--- src/design/pdenc_pkg.sv ---
package pdenc_pkg;

	localparam int SWITCH_COUNT  = 3;
	localparam int ENCODER_COUNT = 3;
	localparam int TOTAL_WIDTH   = 16;
	localparam int COUNT_WIDTH   = 4;
	localparam int PHASE_WIDTH   = 2;

	localparam logic [COUNT_WIDTH-1:0] COUNT_MAX      = '1;
	localparam logic [COUNT_WIDTH-1:0] DEBOUNCE_RESET = COUNT_WIDTH'(3);

	localparam logic [TOTAL_WIDTH-1:0] TOTAL_MAX = {1'b0, {(TOTAL_WIDTH-1){1'b1}}};
	localparam logic [TOTAL_WIDTH-1:0] TOTAL_MIN = {1'b1, {(TOTAL_WIDTH-1){1'b0}}};

	// step per {last phase, current phase}; -1 coded as 2'b11
	localparam logic [1:0] QUAD_TABLE [0:15] = '{
		2'b00, 2'b11, 2'b01, 2'b00, 2'b01, 2'b00, 2'b00, 2'b11,
		2'b11, 2'b00, 2'b00, 2'b01, 2'b00, 2'b01, 2'b11, 2'b00
	};

	typedef struct packed {
		logic held;
		logic press;
	} sw_lane_t;

	typedef struct packed {
		logic [TOTAL_WIDTH-1:0] delta;
	} enc_lane_t;

	typedef struct packed {
		logic [SWITCH_COUNT-1:0]                      held_mask;
		logic [SWITCH_COUNT-1:0]                      press_mask;
		logic [ENCODER_COUNT-1:0][TOTAL_WIDTH-1:0]    deltas;
	} result_t;

endpackage

--- src/design/pdenc_switch_lane.sv ---
module pdenc_switch_lane (
	input  logic                             clk,
	input  logic                             arst_n,
	input  logic                             accept,
	input  logic                             level,
	input  logic                             take,
	input  logic [pdenc_pkg::COUNT_WIDTH-1:0] debounce,
	output pdenc_pkg::sw_lane_t              status
);

	logic                             stable_q;
	logic                             flag_q;
	logic [pdenc_pkg::COUNT_WIDTH-1:0] count_q;
	logic [pdenc_pkg::COUNT_WIDTH-1:0] count_inc;
	logic                             raw;
	logic                             differ;
	logic                             flip;

	always_comb begin
		raw       = ~level;
		differ    = raw != stable_q;
		count_inc = (count_q == pdenc_pkg::COUNT_MAX) ? count_q
			: count_q + pdenc_pkg::COUNT_WIDTH'(1);
		flip         = differ && (count_inc >= debounce);
		status.held  = flip ? raw : stable_q;
		status.press = take & flag_q;
	end

	always_ff @(posedge clk or negedge arst_n) begin
		if (!arst_n) begin
			stable_q <= 1'b0;
			flag_q   <= 1'b0;
			count_q  <= '0;
		end else if (accept) begin
			if (flip) begin
				stable_q <= raw;
				flag_q   <= raw;
				count_q  <= '0;
			end else begin
				flag_q  <= flag_q & ~take;
				count_q <= differ ? count_inc : '0;
			end
		end
	end

endmodule

--- src/design/pdenc_encoder_lane.sv ---
module pdenc_encoder_lane (
	input  logic                  clk,
	input  logic                  arst_n,
	input  logic                  accept,
	input  logic                  enc_clock,
	input  logic                  enc_data,
	input  logic                  take,
	output pdenc_pkg::enc_lane_t  status
);

	localparam int TW = pdenc_pkg::TOTAL_WIDTH;

	logic [pdenc_pkg::PHASE_WIDTH-1:0] last_q;
	logic [pdenc_pkg::PHASE_WIDTH-1:0] phase;
	logic [TW-1:0]                     total_q;
	logic [TW-1:0]                     base;
	logic [TW-1:0]                     total_next;
	logic [1:0]                        step;
	logic [TW:0]                       sum;

	always_comb begin
		phase = {enc_clock, enc_data};
		step  = pdenc_pkg::QUAD_TABLE[{last_q, phase}];
		base  = take ? '0 : total_q;
		sum   = {base[TW-1], base} + {{(TW-1){step[1]}}, step};
		if (sum[TW] != sum[TW-1]) begin
			total_next = sum[TW] ? pdenc_pkg::TOTAL_MIN : pdenc_pkg::TOTAL_MAX;
		end else begin
			total_next = sum[TW-1:0];
		end
		status.delta = take ? total_q : '0;
	end

	always_ff @(posedge clk or negedge arst_n) begin
		if (!arst_n) begin
			last_q  <= '0;
			total_q <= '0;
		end else if (accept) begin
			last_q  <= phase;
			total_q <= total_next;
		end
	end

endmodule

--- src/design/pdenc_merge.sv ---
module pdenc_merge (
	input  logic                  clk,
	input  logic                  arst_n,
	input  logic                  push,
	input  logic                  out_stall,
	input  pdenc_pkg::sw_lane_t   sw_status  [pdenc_pkg::SWITCH_COUNT],
	input  pdenc_pkg::enc_lane_t  enc_status [pdenc_pkg::ENCODER_COUNT],
	output pdenc_pkg::result_t    result,
	output logic                  out_valid,
	output logic                  in_stall
);

	pdenc_pkg::result_t merged;
	pdenc_pkg::result_t main_q;
	pdenc_pkg::result_t skid_q;
	logic               main_valid_q;
	logic               skid_valid_q;
	logic               pop;

	always_comb begin
		for (int i = 0; i < pdenc_pkg::SWITCH_COUNT; i++) begin
			merged.held_mask[i]  = sw_status[i].held;
			merged.press_mask[i] = sw_status[i].press;
		end
		for (int e = 0; e < pdenc_pkg::ENCODER_COUNT; e++) begin
			merged.deltas[e] = enc_status[e].delta;
		end
	end

	assign pop       = main_valid_q & ~out_stall;
	assign out_valid = main_valid_q;
	assign in_stall  = skid_valid_q;
	assign result    = main_q;

	always_ff @(posedge clk or negedge arst_n) begin
		if (!arst_n) begin
			main_valid_q <= 1'b0;
			skid_valid_q <= 1'b0;
		end else begin
			if (pop && skid_valid_q) begin
				main_valid_q <= 1'b1;
				skid_valid_q <= push;
			end else if (!main_valid_q || pop) begin
				main_valid_q <= push;
			end else if (push) begin
				skid_valid_q <= 1'b1;
			end
		end
	end

	always_ff @(posedge clk) begin
		if (pop && skid_valid_q) begin
			main_q <= skid_q;
			if (push) begin
				skid_q <= merged;
			end
		end else if (!main_valid_q || pop) begin
			if (push) begin
				main_q <= merged;
			end
		end else if (push) begin
			skid_q <= merged;
		end
	end

endmodule

--- src/design/panel_switch_debounce_and_encoder_decode_top.sv ---
// Channel  | Handshake            | Payload
// ---------+----------------------+-------------------------------------------------
// input    | in_valid / in_stall  | switch_levels, encoder_clock, encoder_data,
//          |                      | take_delta_mask, take_press_mask
// output   | out_valid / out_stall| held_mask, press_mask, delta_first/second/third
// config   | cfg_we               | cfg_wdata (debounce_samples)
//
// One sample per cycle while in_stall is low; each lane updates its state in the accept cycle.
// The result is registered into a two-entry output buffer (main and skid entries) and shown from the main entry.
// in_stall rises only when both buffer entries are full under out_stall.
// Reset clears all lane state and sets debounce_samples to 3.
module panel_switch_debounce_and_encoder_decode_top (
	input  logic                                   clk,
	input  logic                                   arst_n,
	input  logic                                   cfg_we,
	input  logic [pdenc_pkg::COUNT_WIDTH-1:0]       cfg_wdata,
	input  logic                                   in_valid,
	output logic                                   in_stall,
	input  logic [pdenc_pkg::SWITCH_COUNT-1:0]      switch_levels,
	input  logic [pdenc_pkg::ENCODER_COUNT-1:0]     encoder_clock,
	input  logic [pdenc_pkg::ENCODER_COUNT-1:0]     encoder_data,
	input  logic [pdenc_pkg::ENCODER_COUNT-1:0]     take_delta_mask,
	input  logic [pdenc_pkg::SWITCH_COUNT-1:0]      take_press_mask,
	output logic                                   out_valid,
	input  logic                                   out_stall,
	output logic [pdenc_pkg::SWITCH_COUNT-1:0]      held_mask,
	output logic [pdenc_pkg::SWITCH_COUNT-1:0]      press_mask,
	output logic signed [pdenc_pkg::TOTAL_WIDTH-1:0] delta_first,
	output logic signed [pdenc_pkg::TOTAL_WIDTH-1:0] delta_second,
	output logic signed [pdenc_pkg::TOTAL_WIDTH-1:0] delta_third
);

	logic [pdenc_pkg::COUNT_WIDTH-1:0] debounce_q;
	logic                              accept;
	pdenc_pkg::sw_lane_t               sw_status  [pdenc_pkg::SWITCH_COUNT];
	pdenc_pkg::enc_lane_t              enc_status [pdenc_pkg::ENCODER_COUNT];
	pdenc_pkg::result_t                result;

	assign accept = in_valid & ~in_stall;

	always_ff @(posedge clk or negedge arst_n) begin
		if (!arst_n) begin
			debounce_q <= pdenc_pkg::DEBOUNCE_RESET;
		end else if (cfg_we) begin
			debounce_q <= cfg_wdata;
		end
	end

	for (genvar i = 0; i < pdenc_pkg::SWITCH_COUNT; i++) begin : g_switch
		pdenc_switch_lane u_lane (
			.clk      (clk),
			.arst_n   (arst_n),
			.accept   (accept),
			.level    (switch_levels[i]),
			.take     (take_press_mask[i]),
			.debounce (debounce_q),
			.status   (sw_status[i])
		);
	end

	for (genvar e = 0; e < pdenc_pkg::ENCODER_COUNT; e++) begin : g_encoder
		pdenc_encoder_lane u_lane (
			.clk       (clk),
			.arst_n    (arst_n),
			.accept    (accept),
			.enc_clock (encoder_clock[e]),
			.enc_data  (encoder_data[e]),
			.take      (take_delta_mask[e]),
			.status    (enc_status[e])
		);
	end

	pdenc_merge u_merge (
		.clk        (clk),
		.arst_n     (arst_n),
		.push       (accept),
		.out_stall  (out_stall),
		.sw_status  (sw_status),
		.enc_status (enc_status),
		.result     (result),
		.out_valid  (out_valid),
		.in_stall   (in_stall)
	);

	assign held_mask    = result.held_mask;
	assign press_mask   = result.press_mask;
	assign delta_first  = result.deltas[0];
	assign delta_second = result.deltas[1];
	assign delta_third  = result.deltas[2];

endmodule

--- config.mk ---
export PLATFORM = sky130hd
export DESIGN_NAME = panel_switch_debounce_and_encoder_decode_top
export DESIGN_NICKNAME = d
export VERILOG_FILES = /design/src/design/pdenc_pkg.sv /design/src/design/pdenc_switch_lane.sv /design/src/design/pdenc_encoder_lane.sv /design/src/design/pdenc_merge.sv /design/src/design/panel_switch_debounce_and_encoder_decode_top.sv
export SDC_FILE = /design/constraint.sdc
export NUM_CORES = 1
export LEC_CHECK = 0
export ABC_AREA = 1
export BUFFER_PORTS_ARGS = -buffer_cell sky130_fd_sc_hd__buf_4
export CORE_MARGIN = 2
export CORE_UTILIZATION = 55
export DETAILED_ROUTE_END_ITERATION = 10
export HOLD_SLACK_MARGIN = 0.05
export PLACE_DENSITY = 0.76
export SYNTH_ARGS = -nofsm -noshare
export SYNTH_HDL_FRONTEND = slang
export SYNTH_SLANG_ARGS = --single-unit
--- constraint.sdc ---
create_clock -name clk -period 4.7 [get_ports clk]
set_clock_uncertainty 0.1 [all_clocks]
set_input_delay 0.94 -clock clk [delete_from_list [all_inputs] [get_ports clk]]
set_output_delay 0.94 -clock clk [all_outputs]
set_load 0.005 [all_outputs]
* Yosys cells after proc, flatten, opt, wreduce, memory -nomap -nowiden
Memories as Yosys holds them, arrays and structs flattened.
Cells that the tools add are included.
Widths: inputs -> output; s select.
** Storage, ports and cells
- Bits in read-only memories :: 96
- Memories :: 3
- Register bits :: 186
- Output and inout bits :: 56
** Memories
- (no name shown) :: words 16, width 2, read ports 1, clocked after Yosys merged registers in 0, wr ports 0, RTL line pdenc_encoder_lane.sv:23 : step = pdenc_pkg::QUAD_TABLE[{last_q, phase}];
- (no name shown) :: words 16, width 2, read ports 1, clocked after Yosys merged registers in 0, wr ports 0, RTL line pdenc_encoder_lane.sv:23
- (no name shown) :: words 16, width 2, read ports 1, clocked after Yosys merged registers in 0, wr ports 0, RTL line pdenc_encoder_lane.sv:23
** Operators by class
- Bitwise operators :: 19
- Reduce and logical (&&, ||, !) cells :: 10
- Equality and inequality tests :: 10
- Mux-type cells :: 44
- $add $sub $neg :: 6
- $lt $le $gt $ge :: 6
** Operators by type and width (count)
- $mux 54 :: 6
- $mux 16 :: 12
- $add 16x2->17 :: 3
- $mux 4 :: 9
- $ge 5x5->1 const B :: 3
- $not 4->5 :: 3
- $add 4x1->4 const B :: 3
- $eq 4x4->1 const B :: 3
- $ge 4x4->1 :: 3
- $mux 2 :: 6
- $mux 1 :: 11
- $and 1x1->1 :: 8
- $not 1->1 :: 8
- $ne 1x1->1 :: 6
- $logic_and 1x1->1 :: 4
- $reduce_and 2->1 :: 2
- $reduce_bool 2->1 :: 2
- $ne 2x1->1 const B :: 1
- $logic_not 1->1 :: 1
- $logic_or 1x1->1 :: 1

* Logic depth before layout (Yosys ltp)
Gate-level depths: netlist (run 1).
- Depth in word-level cells :: 8
- Depth in mapped cells :: 20
- Depth with buffers taken out :: 20

* By module
Synthesis (run 1) repeated with hierarchy kept, for this count alone.
** Unflattened totals
- Cell total of the unflattened synthesis :: 1554
- Area total of the unflattened synthesis :: 12120.4 um^2
** By module, submodules not included
- pdenc_merge :: times used 1, area each 4227.8 um^2, cells an instance 310
- pdenc_encoder_lane at g_encoder[1].u_lane :: times used 1, area each 2123.3 um^2, cells an instance 340
- pdenc_encoder_lane at g_encoder[2].u_lane :: times used 1, area each 2099.5 um^2, cells an instance 341
- pdenc_encoder_lane at g_encoder[0].u_lane :: times used 1, area each 2054.5 um^2, cells an instance 340
- pdenc_switch_lane :: times used 3, area each 485.5 um^2, cells an instance 68
- panel_switch_debounce_and_encoder_decode_top :: times used 1, area each 158.9 um^2, cells an instance 19

* Worst setup path before layout (run 1)
No wires, ideal clock.
- Path type :: input-to-reg
- From :: in in_valid
- To :: reg u_merge.skid_q[0] in the netlist's numbering, enable pin
- Arrival :: 3.601 ns
- Cell stages on the path :: 3
- Slack :: 0.531 ns
- Data required time :: 4.132 ns
- Buffers on the path :: 1
- Cell sequence :: nand2_1 > clkbuf_1 > nor2_1
** RTL lines
- start, declared :: RTL line panel_switch_debounce_and_encoder_decode_top.sv:17 : input logic in_valid,
- end signal, assigned :: RTL line pdenc_merge.sv:55 : skid_q <= merged;
- end signal, assigned :: RTL line pdenc_merge.sv:62 : skid_q <= merged;
- end, declared :: RTL line pdenc_merge.sv:15 : pdenc_pkg::result_t skid_q;

* Worst setup path after layout (run 1)
- From :: in encoder_clock[2] in the netlist's numbering
- To :: reg g_encoder[2].u_lane.total_q[14]
** On the way
- Word-level cells in the longest chain between the ends :: 7
- Elaborated cells between the ends (all ways) :: 8
- Classes of those cells :: add/sub: 1; eq/ne: 1; mux: 4; bitwise: 1; memory: 1
** Ends and longest elaborated chain
- start, declared :: RTL line panel_switch_debounce_and_encoder_decode_top.sv:20 : input logic [pdenc_pkg::ENCODER_COUNT-1:0] encoder_clock,
- $not 4->5 (implied by the code) * :: RTL line pdenc_encoder_lane.sv:23
- $mem_v2 16x2 *
- $mux 2 (implied by the code) * (2 in series) :: RTL line pdenc_encoder_lane.sv:23
- $add 16x2->17 * :: RTL line pdenc_encoder_lane.sv:25 : sum = {base[TW-1], base} + {{(TW-1){step[1]}}, step};
- $mux 16 / $ne 1x1->1 (equally long branches) :: RTL line pdenc_encoder_lane.sv:27, pdenc_encoder_lane.sv:26
- $mux 16 * :: RTL line pdenc_encoder_lane.sv:26 : if (sum[TW] != sum[TW-1]) begin
- end signal, assigned :: RTL line pdenc_encoder_lane.sv:40 : total_q <= total_next;
- end, declared :: RTL line pdenc_encoder_lane.sv:15 : logic [TW-1:0] total_q;
Every way passes the cells marked *; elsewhere a longest branch is shown, timed or not. The select of a mux whose other input is x is not followed.
A chain may end at the register's enable or synchronous reset.

==> impl_results.md, run 1 <==
- Final Hold Viols: 0
- HP Start: g_switch[2].u_lane.flag_q
- Commonest non-fill, non-tap cell in the layout: nand2_1
- N_diodes: 0
- Die width: 148 microns
- Fin nets: 1579
- Int Power: 4.97 mW
- Worst Setup End Kind: flop
- Syn_area_per_cell: 8.09 sq um
- Placed cell areas: 0.0122 sq mm
- Post-CTS Setup Inserts: 0
- Die area: 0.0218 sq mm
- Met2 WL: 10600 microns
- Vias per inst: about 5.1
- CTS tree: built
- Metal-1 WL: 10700 microns
- Root Buffer: clkbuf_16
- HPWL Detailed: approximately 16000 microns
- Syn_nets: 1509
- Row Count: 52
- Clock Path Buffers: 2
- Layout cells sized above 1: 12.1%
- Peak supply drop: 0.363 mV
- Final Power: 9.08 mW
- Post-route clock period utilization: 77.3%
- Wire per inst: ~13 microns
- H-tree depth: 4
- Cells after DPL: ~1700
- Layout area overhead: 12.0%
- Final setup TNS: 0 ns
- Hold WC Path Type: flop to flop
- Clk pin slew, worst setup/hold paths: 0.07 ns
- Synthesized flop and latch total: 186
- Post-layout util: 63.0%
- Clock share of power: 14.7%
- Area of the multi-input gates: 0.00518 sq mm
- Combinational power share: a little under three fifths
- Largest net degree at the start of global routing: 108
- Vias in the first global route: 8544
- Gr ovfl total: 0
- Worst Path Arrival: between 3 and 4 ns
- Required time worst endpoint: roughly 5 ns
- 1st-pass router iterations: 5
- Max Clock Freq: 275 MHz
- Cell area after synthesis: 0.0114 sq mm
- Mapped Cells: 1407
- Final hold slack: 0.412 ns
- DRC: 0
- Fillcell total: 1726
- Sw Pwr: 4.11 mW
- Pre-CTS setup slack: 0.648 ns
- Register area share after synthesis: 45.7%
- Post-CTS Hold Fix Bufs: 0
- Iter 0 DRT Violations: 599
- Sink Count: ~190
- Max cap viols: 0
- Async SR Flop Fraction: between 40% and 50%
- Seq. cell area: between 0.005 and 0.006 sq mm
- Post-DRT Antenna Nets: 0
- First-pass GRT wire length: about 39000 microns
- Port bufs: 79
- Synth unique cells: 36
- Chip height: about 150 microns
- Crit path from: encoder_clock[2]
- Core Box Area: about 0.02 sq mm
- Rel. slew slack: 31.9%
- Via count: 8956
- Max layer used: met4
- Outcome: finished clean
- Most frequent cells in the layout: nand2_1, inv_1, nor2_1
- Initial core utilization: 56.2%
- Global-route usage over all layers: 21.5%
- Worst skew pair latency: ~0.42 ns
- Synth Warn #: 0
- Final slew viol count: 0
- Post-synth EDFFs: between 100 and 150
- CTS-repair resized insts: 0
- Origin of the critical flop-to-flop path: g_encoder[2].u_lane.last_q[0]
- Sequential share of power: 29.7%
- I/O pin count: 80
- Worst setup margin: 1.07 ns
- Final instance area: 0.0127 sq mm
- Power per cell area: a little over 700 mW/mm^2
- WL final: ~23000 microns
- Final setup violation count: 0
- Initial antenna violation count: 0
- Measured slew at the worst slew-check pin: a little over 1 ns
- Final GP Congestion: around 0.9
- WS Path Type: primary input to flop
- Critical-path maximum fanout: 14
- Leak Pwr: 6.52 nW
- Met3 WL: 885 microns
- Final min period: 3.63 ns
- Sw Ratio: 45.3%
- Num CTS Buffers: 17
- Ys flop type: edfxtp_1
- RSZ-0062 raised after global routing: no
- Non-Filler Instances: 1760
- Startpoint class of the critical path: primary input
[Yosys cell counts (2+ instances only)]
cell type    n  area (sq um)
a21oi_1     61           305
o211ai_1     3          22.5
nor3_1      13          65.1
a21oi_4      2          32.5
inv_2        2          7.51
o21ai_0     95           475
nand2_4      2          22.5
clkbuf_1    26          97.6
o21bai_1     6          45.0
nand2_2     23           144
nand3_1     38           190
a32oi_1      3          26.3
dfrtp_1     76          1900
a21oi_2     26           228
edfxtp_1   108          3240
nor2_1     137           514
nand2_1    414          1550
buf_6        5          56.3
inv_1      215           807
buf_1        2          7.51
buf_2        3          15.0
nand3b_1     5          37.5
fa_1         3          60.1
nor3_2       2          20.0
and2_1       5          31.3
dfstp_2      2          52.6
nand4_1      6          37.5
xor2_1      36           315
xnor2_1      7          61.3
ha_1        75           938
[routing by layer]
layer | vias up | global-route usage, %
met4 | 0 | 7.00
met3 | 29 | 3.24
met2 | 169 | 36.3
met1 | 4149 | 28.7
li1 | 4609 | -
met5 | - | 0
[power groups by stage]
stage	registers (mW)	logic, mW	clock network, mW
after global placement	2.71	4.90	0
after detailed placement	2.73	5.02	0
final	2.70	5.04	1.34
after global routing	2.76	5.73	1.43
after floorplan	2.68	3.90	0
after CTS	2.70	5.05	1.36
[path summary, 6_finish.rpt]
check,end,slack [ns],cells past startpoint
setup / recovery,g_encoder[2].u_lane.total_q[14],1.07,18
hold / removal,g_switch[2].u_lane.flag_q,0.41,2
setup reg to reg,g_encoder[2].u_lane.total_q[14],1.58,15
hold reg to reg,g_switch[2].u_lane.flag_q,0.41,2
max in group asynchronous,g_encoder[2].u_lane.total_q[7],3.25,1
min in group asynchronous,g_switch[1].u_lane.count_q[2],0.59,1
[area by class of cell]
| cell class | count | share of cell area (%) |
|---|---|---|
| tap | 270 | 2.65 |
| clock buffer | 24 | 3.79 |
| clock inverter | 8 | 0.491 |
| timing repair buffer | 88 | 5.19 |
| sequential | 186 | 40.8 |
| multi-input combinational | 967 | 40.7 |
| inverter | 217 | 6.39 |
[cell families (layout without fill, tap and decap cells)]
logic type	after synthesis	in the layout	synth area share (%)
AO/OA/AOI/OAI	197	197	10.0
XOR/XNOR	43	43	3.31
adder cells (fa/ha/maj)	78	78	8.78
buffers and inverters	254	337	8.89
flip-flops	186	186	45.7
multiplexers	1	1	0.0990
AND/OR/NAND/NOR	648	648	23.2
[worst max-delay path, stage by stage]
cell and delay (ns):
buf_4 0.09, inv_1 0.06, ha_1 0.31, xnor2_1 0.17
xor2_1 0.25, inv_1 0.07, ha_1 0.23, fa_1 0.43
nand2_1 0.09, nand2_1 0.08, nand3_1 0.10, nand2_2 0.09
nand2_2 0.10, nand2_2 0.07, nand2_2 0.07, nand2_4 0.06
a21oi_4 0.46, a21oi_1 0.13
[sequential cells by signal (all words and copies together) (netlist names)]
register / cells
g_encoder.u_lane.total_q: 48
g_switch.u_lane.count_q: 12
g_switch.u_lane.stable_q: 3
u_merge.out_valid: 1
debounce_q: 4
g_encoder.u_lane.last_q: 6
u_merge.result: 54
g_switch.u_lane.flag_q: 3
u_merge.in_stall: 1
u_merge.skid_q: 54
Power figures use the tool's default switching activity.
==> run 2: changes to the inputs <==
- PLACE_DENSITY: 0.76 -> 0.79
- clock period: 4.7 -> 3.2 ns (I/O delays scaled with it)
==> impl_results.md, run 2 (synthesis gave the netlist of run 1 again) <==
- Worst Setup End Kind: flop
- Cells after DPL: roughly 1800
- Sequential share of power: 27.0%
- Via count: ~9300
- Crit-path cells: buf_4 > inv_1 > ha_1 > xnor2_2 > xor2_1 > inv_1 > ha_1 > fa_1 > nand2_1 > nand2_1 > nand3_1 > nand2_2 > nand2_2 > nand2_2 > nand2_2 > nand2_4 > a21oi_4 > buf_12 > a21oi_1
- Final setup TNS: 0 ns
- DRC: 0
- Vias in the first global route: 9016
- Startpoint class of the critical path: primary input
- Largest net degree at the start of global routing: a little under 80
- Final Power: 14.8 mW
- 1st-pass router iterations: 5
- Post-route clock period utilization: 93.1%
- Clk pin slew, worst setup/hold paths: approximately 0.070 ns
- Final setup violation count: 0
- Hold WC Path Type: primary input to async pin
- Non-Filler Instances: 1837
- Gr ovfl total: 0
- Critical-path maximum fanout: 14
- Clock share of power: between 10% and 20%
- Int Power: about 8.4 mW
- CTS-repair resized insts: 0
- Final hold slack: 0.285 ns
- Post-CTS Setup Inserts: 0
- Sw Pwr: between 6 and 7 mW
- Final instance area: 0.0135 sq mm
- Chip height: 148 microns
- Port bufs: 79
- Iter 0 DRT Violations: 700
- Root Buffer: clkbuf_16
- Worst setup margin: 0.222 ns
- Origin of the critical flop-to-flop path: g_encoder[2].u_lane.last_q[0]
- Num CTS Buffers: 17
- Core Box Area: 0.0202 sq mm
- Max cap viols: 0
- Final GP Congestion: 0.904
- Initial antenna violation count: 0
- Most frequent cells in the layout: nand2_1, inv_1, buf_4
- Layout cells sized above 1: 17.0%
- Final min period: 2.98 ns
- Pre-CTS setup slack: -0.233 ns
- Outcome: finished clean
- Power per cell area: 1100 mW/mm^2
- WL final: 24500 microns
- Placed cell areas: 0.0129 sq mm
- Sw Ratio: roughly 44%
- Wire per inst: ~13 microns
- CP most frequent cell: nand2_2
- Fin nets: 1656
- Post-CTS Hold Fix Bufs: 0
- Peak supply drop: 0.548 mV
- Commonest non-fill, non-tap cell in the layout: nand2_1
- Die area: 0.0218 sq mm
- CP max-delay cell: fa_1
- N_diodes: 0
- Worst skew pair latency: about 0.43 ns
- Post-layout util: approximately two thirds
- Required time worst endpoint: about 3.4 ns
- Combinational power share: between 50% and 60%
- Row Count: 52
- WS Path Type: primary input to flop
- Post-DRT Antenna Nets: 0
- Rel. slew slack: 30.0%
- Global-route usage over all layers: 23.0%
- H-tree depth: 4
- Initial core utilization: 56.2%
- CTS tree: built
- Sink Count: 186
- Leak Pwr: 6.98 nW
- Clock Path Buffers: 2
- First-pass GRT wire length: 41100 microns
- Worst Path Arrival: 3.19 ns
- RSZ-0062 raised after global routing: no
- HPWL Detailed: 17800 microns
- Final Hold Viols: 0
- FF-to-FF End: g_encoder[2].u_lane.total_q[14]
- Vias per inst: 5.06
- Fillcell total: 1619
- I/O pin count: 80
- R2R setup slack: roughly 0.37 ns
- CP peak stage delay: 0.41 ns
- Reg2Reg Depth: 14
- Die width: 148 microns
- Measured slew at the worst slew-check pin: approximately 1.1 ns
- Max Clock Freq: around 340 MHz
- Layout area overhead: 18.8%
- Final slew viol count: 0
run 2: changes by cell type in the layout (fill, tap and decap cells not counted), sizes merged:
cell / previous run / this run
buf: 88 / 165
clkbuf: 24 / 22
clkinv: 1 / 4
clkinvlp: 4 / 1
inv: 220 / 222
run 2: area by class of cell:
class | count | area [sq um] | share of cell area [%]
multi-input combinational | 967 | 5230 | 38.7
sequential | 186 | 5200 | 38.4
timing repair buffer | 165 | 1360 | 10.1
inverter | 217 | 815 | 6.02
clock buffer | 22 | 495 | 3.66
tap | 270 | 338 | 2.50
clock inverter | 10 | 81.3 | 0.602
run 2: layer usage:
metal	GRT usage, %	part of all wire [%]	up-vias
met3	3.12	4.0	34
met2	40.1	49	193
met1	30.5	46	4290
li1	-	-	4776
met5	0	0	-
met4	6.05	1.4	0
run 2: worst max-delay path: cells and delay by family:
| family | cells | cell delay, ns |
|---|---|---|
| adders and majority gates | 3 | 0.96 |
| buffers and inverters | 4 | 0.39 |
| and+or+nand+nor | 8 | 0.61 |
| AOI/OAI and AO/OA | 2 | 0.25 |
| xor gates and xnor gates | 2 | 0.33 |
run 2: worst max-delay path by stage:
stage | startpoint | end | slack (ns) | cells after the start
floorplan | encoder_clock[2] | g_encoder[2].u_lane.total_q[10] | 0.009 | 18
global placement | encoder_clock[2] | g_encoder[2].u_lane.total_q[0] | -0.16 | 19
detailed placement | encoder_data[1] | g_encoder[1].u_lane.total_q[3] | -0.23 | 19
CTS | encoder_data[1] | g_encoder[1].u_lane.total_q[3] | 0.22 | 19
global route | encoder_data[1] | g_encoder[1].u_lane.total_q[3] | 0.01 | 20
finish | encoder_clock[2] | g_encoder[2].u_lane.total_q[14] | 0.22 | 19
run 2: power by group through the flow:
| stage | Sequential [mW] | Clock (mW) | Combinational (mW) |
|---|---|---|---|
| finish | 4.00 | 2.05 | 8.78 |
| global route | 4.07 | 2.18 | 9.83 |
| CTS | 3.99 | 2.08 | 8.72 |
| detailed placement | 4.03 | 0 | 8.64 |
| global placement | 4.00 | 0 | 8.37 |
| floorplan | 3.93 | 0 | 5.75 |
